==> config.mk <==
export PLATFORM = sky130hd
export DESIGN_NAME = utf8_to_utf16_decoder_flat
export DESIGN_NICKNAME = d
export VERILOG_FILES = /design/src/hdl/u8u16_pkg.sv /design/src/hdl/u8u16_byte_if.sv /design/src/hdl/u8u16_unit_if.sv /design/src/hdl/u8u16_step.sv /design/src/hdl/utf8_to_utf16_decoder.sv /design/src/flat_wrapper.sv
export SDC_FILE = /design/constraint.sdc
export NUM_CORES = 1
export LEC_CHECK = 0
export ABC_AREA = 0
export BUFFER_PORTS_ARGS = -buffer_cell sky130_fd_sc_hd__buf_2
export CORE_UTILIZATION = 30
export CTS_CLUSTER_DIAMETER = 150
export DETAILED_ROUTE_END_ITERATION = 10
export GPL_TIMING_DRIVEN = 0
export PLACE_DENSITY = 0.57
export SYNTH_ARGS = -nofsm -noshare
export SYNTH_HDL_FRONTEND = slang
export SYNTH_SLANG_ARGS = --single-unit
==> constraint.sdc <==
create_clock -name clk_i -period 5.4 [get_ports clk_i]
set_input_delay 1.08 -clock clk_i [delete_from_list [all_inputs] [get_ports clk_i]]
set_output_delay 1.08 -clock clk_i [all_outputs]
set_load 0.02 [all_outputs]
==> src/hdl/u8u16_pkg.sv <==
package u8u16_pkg;

  localparam int unsigned ByteWidth  = 8;
  localparam int unsigned UnitWidth  = 16;
  localparam int unsigned PointWidth = 21;

  localparam logic [UnitWidth-1:0]  ReplUnit     = 16'hFFFD;
  localparam logic [PointWidth-1:0] SurrLowest   = 21'h00D800;
  localparam logic [PointWidth-1:0] SurrHighest  = 21'h00DFFF;
  localparam logic [PointWidth-1:0] PointHighest = 21'h10FFFF;

  // Open sequence: lead byte, continuation bytes needed and taken, gathered bits.
  typedef struct packed {
    logic [ByteWidth-1:0]  lead;
    logic [1:0]            expected;
    logic [1:0]            received;
    logic [PointWidth-1:0] partial;
  } seq_state_t;

  // Code units that one byte produces, first unit in units[0].
  typedef struct packed {
    logic [1:0]                count;
    logic [1:0][UnitWidth-1:0] units;
  } step_out_t;

endpackage

==> src/hdl/u8u16_byte_if.sv <==
interface u8u16_byte_if;
  logic       valid;
  logic       ready;
  logic [7:0] data_byte;
  logic       last_byte;

  modport source  (output valid, output data_byte, output last_byte, input ready);
  modport sink    (input valid, input data_byte, input last_byte, output ready);
  modport monitor (input valid, input data_byte, input last_byte, input ready);
endinterface

==> src/hdl/u8u16_unit_if.sv <==
interface u8u16_unit_if;
  logic        valid;
  logic        ready;
  logic [15:0] code_unit;
  logic        last_of_run;
  logic        end_of_text;

  modport source  (output valid, output code_unit, output last_of_run, output end_of_text,
                   input ready);
  modport sink    (input valid, input code_unit, input last_of_run, input end_of_text,
                   output ready);
  modport monitor (input valid, input code_unit, input last_of_run, input end_of_text,
                   input ready);
endinterface

==> src/hdl/u8u16_step.sv <==
module u8u16_step (
  input  u8u16_pkg::seq_state_t state_i,
  input  logic [7:0]            data_i,
  input  logic                  last_i,
  output u8u16_pkg::seq_state_t state_o,
  output u8u16_pkg::step_out_t  res_o
);
  import u8u16_pkg::*;

  typedef enum logic [2:0] {
    LEAD_ASCII,
    LEAD_TWO,
    LEAD_THREE,
    LEAD_FOUR,
    LEAD_BAD
  } lead_kind_e;

  lead_kind_e            kind;
  logic                  seq_open;
  logic                  restricted;
  logic                  cont_ok;
  logic [PointWidth-1:0] acc;
  logic [1:0]            rec;
  logic [19:0]           offs;

  always_comb begin
    priority if (data_i < 8'h80) begin
      kind = LEAD_ASCII;
    end else if (data_i >= 8'hC2 && data_i <= 8'hDF) begin
      kind = LEAD_TWO;
    end else if (data_i >= 8'hE0 && data_i <= 8'hEF) begin
      kind = LEAD_THREE;
    end else if (data_i >= 8'hF0 && data_i <= 8'hF4) begin
      kind = LEAD_FOUR;
    end else begin
      kind = LEAD_BAD;
    end
  end

  assign seq_open   = (state_i.expected != 2'd0);
  // Second byte ranges that exclude overlong forms and points past U+10FFFF
  assign restricted = (state_i.received == 2'd0) &&
                      ((state_i.lead == 8'hE0 && data_i < 8'hA0) ||
                       (state_i.lead == 8'hF0 && data_i < 8'h90) ||
                       (state_i.lead == 8'hF4 && data_i > 8'h8F));
  assign cont_ok    = (data_i[7:6] == 2'b10) && !restricted;
  assign acc        = {state_i.partial[PointWidth-7:0], data_i[5:0]};
  assign rec        = state_i.received + 2'd1;
  assign offs       = acc[19:0] - 20'h10000;

  always_comb begin
    logic do_lead;
    do_lead = 1'b0;
    state_o = state_i;
    res_o   = '0;

    if (seq_open) begin
      if (cont_ok) begin
        if (rec >= state_i.expected) begin
          state_o = '0;
          if ((acc >= SurrLowest && acc <= SurrHighest) || acc > PointHighest) begin
            res_o.units[res_o.count[0]] = ReplUnit;
            res_o.count                 = res_o.count + 2'd1;
          end else if (acc[20:16] != 5'd0) begin
            res_o.units[0] = {6'b110110, offs[19:10]};
            res_o.units[1] = {6'b110111, offs[9:0]};
            res_o.count    = 2'd2;
          end else begin
            res_o.units[res_o.count[0]] = acc[15:0];
            res_o.count                 = res_o.count + 2'd1;
          end
        end else begin
          state_o.partial  = acc;
          state_o.received = rec;
        end
      end else begin
        // Close the broken sequence, then take the byte again as a lead
        state_o                     = '0;
        res_o.units[res_o.count[0]] = ReplUnit;
        res_o.count                 = res_o.count + 2'd1;
        do_lead                     = 1'b1;
      end
    end else begin
      do_lead = 1'b1;
    end

    if (do_lead) begin
      unique case (kind)
        LEAD_ASCII: begin
          res_o.units[res_o.count[0]] = {8'h00, data_i};
          res_o.count                 = res_o.count + 2'd1;
        end
        LEAD_TWO: begin
          state_o = '{lead: data_i, expected: 2'd1, received: 2'd0,
                      partial: {16'd0, data_i[4:0]}};
        end
        LEAD_THREE: begin
          state_o = '{lead: data_i, expected: 2'd2, received: 2'd0,
                      partial: {17'd0, data_i[3:0]}};
        end
        LEAD_FOUR: begin
          state_o = '{lead: data_i, expected: 2'd3, received: 2'd0,
                      partial: {18'd0, data_i[2:0]}};
        end
        default: begin
          res_o.units[res_o.count[0]] = ReplUnit;
          res_o.count                 = res_o.count + 2'd1;
        end
      endcase
    end

    // Truncated prefix at end of text
    if (last_i && state_o.expected != 2'd0) begin
      state_o                     = '0;
      res_o.units[res_o.count[0]] = ReplUnit;
      res_o.count                 = res_o.count + 2'd1;
    end
  end

endmodule

==> src/hdl/utf8_to_utf16_decoder.sv <==
// Path: a byte transferred at the input passes the input register, then the result
// register, before its first code unit shows at the output.
// Throughput: one byte per cycle while the output keeps up; a surrogate pair, or a
// replacement plus a second unit, holds the two-entry result register till both exit.
// Reset (rst_ni low, asynchronous): no sequence open, input and result stages empty.
module utf8_to_utf16_decoder (
  input logic         clk_i,
  input logic         rst_ni,
  u8u16_byte_if.sink   byte_i,
  u8u16_unit_if.source unit_o
);
  import u8u16_pkg::*;

  // Input register: one byte waiting to be decoded against the sequence state.
  logic                 in_valid_q;
  logic [ByteWidth-1:0] in_data_q;
  logic                 in_last_q;

  // Sequence state, advanced once per decoded byte.
  seq_state_t seq_q;
  seq_state_t seq_d;
  step_out_t  step;

  // Result register: up to two code units, the head in units_q[0].
  logic [1:0]                count_q;
  logic [1:0][UnitWidth-1:0] units_q;
  logic                      eot_q;

  logic out_pop;
  logic res_free;
  logic advance;

  u8u16_step u_step (
    .state_i (seq_q),
    .data_i  (in_data_q),
    .last_i  (in_last_q),
    .state_o (seq_d),
    .res_o   (step)
  );

  // The result register takes a new run when it is empty or its last unit
  // leaves in this cycle. A byte with no units never waits for it.
  assign out_pop  = (count_q != 2'd0) && unit_o.ready;
  assign res_free = (count_q == 2'd0) || (count_q == 2'd1 && unit_o.ready);
  assign advance  = in_valid_q && ((step.count == 2'd0) || res_free);

  // Take a new byte whenever the input register empties in this cycle.
  assign byte_i.ready = !in_valid_q || advance;

  always_ff @(posedge clk_i or negedge rst_ni) begin
    if (!rst_ni) begin
      in_valid_q <= 1'b0;
    end else if (byte_i.ready) begin
      in_valid_q <= byte_i.valid;
    end
  end

  // Payload of the input register: load on every transfer, hold otherwise.
  always_ff @(posedge clk_i) begin
    if (byte_i.valid && byte_i.ready) begin
      in_data_q <= byte_i.data_byte;
      in_last_q <= byte_i.last_byte;
    end
  end

  always_ff @(posedge clk_i or negedge rst_ni) begin
    if (!rst_ni) begin
      seq_q <= '0;
    end else if (advance) begin
      seq_q <= seq_d;
    end
  end

  always_ff @(posedge clk_i or negedge rst_ni) begin
    if (!rst_ni) begin
      count_q <= 2'd0;
    end else if (advance && step.count != 2'd0) begin
      count_q <= step.count;
    end else if (out_pop) begin
      count_q <= count_q - 2'd1;
    end
  end

  // Load a fresh run, or shift the second unit to the head after a transfer.
  always_ff @(posedge clk_i) begin
    if (advance && step.count != 2'd0) begin
      units_q <= step.units;
      eot_q   <= in_last_q;
    end else if (out_pop) begin
      units_q[0] <= units_q[1];
    end
  end

  assign unit_o.valid       = (count_q != 2'd0);
  assign unit_o.code_unit   = units_q[0];
  assign unit_o.last_of_run = (count_q == 2'd1);
  assign unit_o.end_of_text = (count_q == 2'd1) && eot_q;

endmodule

==> src/flat_wrapper.sv <==
// flat-port wrapper written by rule: the top's interface ports become plain ports
module utf8_to_utf16_decoder_flat import u8u16_pkg::*;
  (clk_i, rst_ni, byte_i_valid, byte_i_data_byte, byte_i_last_byte, byte_i_ready, unit_o_valid, unit_o_code_unit, unit_o_last_of_run, unit_o_end_of_text, unit_o_ready);
  u8u16_byte_if byte_i_i ();
  u8u16_unit_if unit_o_i ();
  input logic clk_i;
  input logic rst_ni;
  input wire logic [$bits(byte_i_i.valid)-1:0] byte_i_valid;
  input wire logic [$bits(byte_i_i.data_byte)-1:0] byte_i_data_byte;
  input wire logic [$bits(byte_i_i.last_byte)-1:0] byte_i_last_byte;
  output wire logic [$bits(byte_i_i.ready)-1:0] byte_i_ready;
  output wire logic [$bits(unit_o_i.valid)-1:0] unit_o_valid;
  output wire logic [$bits(unit_o_i.code_unit)-1:0] unit_o_code_unit;
  output wire logic [$bits(unit_o_i.last_of_run)-1:0] unit_o_last_of_run;
  output wire logic [$bits(unit_o_i.end_of_text)-1:0] unit_o_end_of_text;
  input wire logic [$bits(unit_o_i.ready)-1:0] unit_o_ready;
  assign byte_i_i.valid = byte_i_valid;
  assign byte_i_i.data_byte = byte_i_data_byte;
  assign byte_i_i.last_byte = byte_i_last_byte;
  assign byte_i_ready = byte_i_i.ready;
  assign unit_o_valid = unit_o_i.valid;
  assign unit_o_code_unit = unit_o_i.code_unit;
  assign unit_o_last_of_run = unit_o_i.last_of_run;
  assign unit_o_end_of_text = unit_o_i.end_of_text;
  assign unit_o_i.ready = unit_o_ready;
  utf8_to_utf16_decoder u_core (.clk_i(clk_i), .rst_ni(rst_ni), .byte_i(byte_i_i), .unit_o(unit_o_i));
endmodule
==> impl_metrics.py <==
metrics = {
    "power_and_ir_drop": {
        "power_density_nw_per_um2": 687,
        "clkPwrFrac": 0.212,
        "combPwrFrac": 0.470,
        "switching_share": 0.407,
        "intPower_w": 0.00177,
        "power_switching_w": 0.00122,
        "irDropWorstVdd_mv": 0.176,
        "p_leak_nw": 1.83,
        "sequentialPowerShare": 0.318,
    },
    "synth": {
        "synth_most_common_cell": "edfxtp_1",
        "synth_cell_types": 62,
        "yosysSeqAreaShare": 0.515,
        "synth-seq-cells": 68,
        "synth_ff_type": "edfxtp_1",
        "netlist.area_leader.share": 0.311,
        "yosysWarnings": 0,
        "synth_edf_count": 38,
        "syn_nets": 364,
        "yosysTopAreaCell": "edfxtp_1",
        "syn_avg_cell_area_um2": 10.7,
        "synthTopCellsByArea": "edfxtp_1 (31%), dfrtp_1 (20%), a22o_1 (4.5%), buf_4 (3.5%), nand2_1 (3.2%)",
        "syn-cell-area_um2": 3670,
        "synth_cells": 342,
        "synthTopCellsByCount": "edfxtp_1 (38), nand2_1 (31), dfrtp_1 (30)",
        "synthArstFlopShare": 0.441,
    },
    "clock_network": {
        "clockRootBuffer": "clkbuf_16",
        "ctsHoldBuffers": 0,
        "cts_made_buffers": 9,
        "cts_tree": "built",
        "cts_resized": 0,
        "clk_pin_slew_worst_paths_ns": 0.05,
        "clock-sinks": 68,
        "clkLatencyLatePin_ns": 0.33,
        "htree_levels": 3,
        "ctsLongestPathBuffers": 2,
        "postCtsSetupBuffers": 0,
    },
    "global_route": {
        "grt-ovfl-total": 0,
        "grt_usage": 0.157,
        "grt_pass1_wl_um": 15300,
        "grt_pass1_vias": 2817,
        "antenna_found_initial": 0,
        "grt_max_degree": 31,
    },
    "route": {
        "met3WireLength_um": 366,
        "top_layer_used": "met4",
        "post_drt_wl_per_cell_um": 16.9,
        "drt_iter0_markers": 191,
        "drc": 0,
        "route.met2.wl_um": 4340,
        "drtAntennaViolNets": 0,
        "first_pass_iters": 5,
        "m1WireLength_um": 4270,
        "vias": 2848,
        "routed_wl_um": 9070,
        "viasPerCell": 5.30,
    },
    "setup_path": {
        "cp_num_buf_inv": 2,
        "worstSetupPathType": "flop to output pin",
        "start_kind": "flop",
        "critPathMaxFanout": 10,
        "cp_top_family": "compound AO/OA/AOI/OAI gates",
        "cp_slowest_stage_delay_ns": 0.54,
        "end_kind": "output pin",
        "crit_required_ns": 4.32,
        "cp.arrival_ns": 3.50,
        "crit_path_frequent_cell": "buf_2",
        "path_cells": "buf_2 > a211o_1 > a2111o_1 > a31oi_2 > o31ai_1 > ha_1 > a21oi_4 > a21boi_2 > nand2_1 > buf_2",
        "cpMaxStageDelayCell": "a2111o_1",
    },
    "sta": {
        "fin_crit_ns": 4.58,
        "clock_skew_ns": 0.00860,
        "slew_headroom": 0.491,
        "report.final.slew_viol_count": 0,
        "final.setup.tns_ns": 0,
        "timing.hold.ws_ns": 0.482,
        "setup_ws_ns": 0.819,
        "rsz0062_at_grt": "false",
        "setup_viol": 0,
        "worstMarginPinSlew_ns": 0.758,
        "hold_viol": 0,
        "timing.final.crit_share": 0.848,
        "fmax_mhz": 218,
    },
    "floorplanning": {
        "core.rowCount": 40,
        "coreArea_um2": 12000,
        "die_h_um": 113,
        "io_pins": 33,
        "initial_utilization": 0.307,
        "dieArea_um2": 12700,
        "die_x_um": 113,
    },
    "place": {
        "gp_congestion": 0.857,
        "numPlacedInstances": 521,
        "post_dp_cell_area_um2": 4020,
        "dp_hpwl_um": 6620,
        "port_buffers": 32,
        "dp_slack_ns": 1.19,
    },
    "finish": {
        "syn2layout_area_growth_pct": 18.3,
        "drive_above_1_share": 0.228,
        "n_antenna_cell": 0,
        "fin_area_um2": 4340,
        "fillers": 1229,
        "fin_cells": 537,
        "fin_nets": 407,
    },
    "hold_path": {
        "holdCritPathClass": "flop to flop",
    },
    "run": {
        "drv_cap": 0,
    },
    "outcome": {
        "status": "finished clean",
    },
}
## sequential cells by signal, indices dropped and copies added, names as in the netlist
name and flops:
u_core.in_data_q 8, u_core.in_valid_q 1, u_core.units_q 12, u_core.count_q 2, u_core.seq_q 27, u_core.unit_o.code_unit 16, u_core.eot_q 1, u_core.in_last_q 1
## cell families after synthesis
| family | after synthesis | share of synthesized area |
|---|---|---|
| DFF | 68 | 0.515 |
| adders and majority gates | 9 | 0.0307 |
| and+or+nand+nor | 104 | 0.146 |
| muxes | 2 | 0.00579 |
| xor gates and xnor gates | 1 | 0.00238 |
| AOI/OAI and AO/OA | 115 | 0.236 |
| buffers and inverters | 43 | 0.0647 |
## area by class of cell
class | instances | area, um^2 | area share
plain buffers | 30 | 189 | 0.0435
clock buffers | 10 | 239 | 0.0550
clock inverters | 6 | 87.6 | 0.0202
inverters | 13 | 48.8 | 0.0112
multi-input cells | 231 | 1540 | 0.355
flip-flops and latches | 68 | 1890 | 0.435
well taps | 147 | 184 | 0.0423
repair buffers | 32 | 160 | 0.0369
## layer usage
metal  up-vias  track usage
li1       1371            -
met1      1399        0.213
met2        70        0.252
met3         8       0.0297
met4         0       0.0480
met5         -            0
## worst register-to-register path, delay by kind of cell, from the launching register on
kind / cells / cell delay (ns)
flops: 1 / 0.34
compound gates: 6 / 1.94
buf+inv: 1 / 0.22
fa+ha+maj: 1 / 0.37
simple gates: 1 / 0.66
## power by group through the flow
stage / Combinational (W) / Sequential [W] / Clock, W
after floorplan: 0.00104 / 0.000917 / 0
after global placement: 0.00139 / 0.000956 / 0
after detailed placement: 0.00139 / 0.000960 / 0
after CTS: 0.00141 / 0.000951 / 0.000645
after global routing: 0.00155 / 0.000973 / 0.000668
final: 0.00140 / 0.000950 / 0.000632
## placed cells by master (no fill, tap or decap), drive strengths merged, types with 11 or more instances in the layout
cell    netlist  layout
clkbuf        8      18
a21o         13      13
nand2        32      32
inv          13      13
nor2         25      25
a22o         19      19
dfrtp        30      30
nand3        11      11
a21oi        21      21
buf          22      54
o21ai        19      19
edfxtp       38      38
## worst paths after layout
kind | from | endpoint | slack (ns) | cells after the start
worst max-delay path | u_core.in_data_q[5] | byte_i_ready | 0.82 | 10
worst max register to register | u_core.in_data_q[5] | u_core.unit_o.code_unit[14] | 1.50 | 9
max in group asynchronous | rst_ni | u_core.seq_q[23] | 4.14 | 1
min in group asynchronous | rst_ni | u_core.seq_q[11] | 0.80 | 1
worst min-delay path | u_core.seq_q[32] | u_core.seq_q[32] | 0.48 | 1
worst min register to register | u_core.seq_q[32] | u_core.seq_q[32] | 0.48 | 1
## metrics by stage
stage	power, W	util
6_report	0.00299	0.363
3_5_place_dp	0.00235	0.336
3_3_place_gp	0.00234	0.336
5_1_grt	0.00319	0.363
4_1_cts	0.00300	0.363
2_1_floorplan	0.00196	-
No activity file was read; power rests on OpenSTA's default activity.
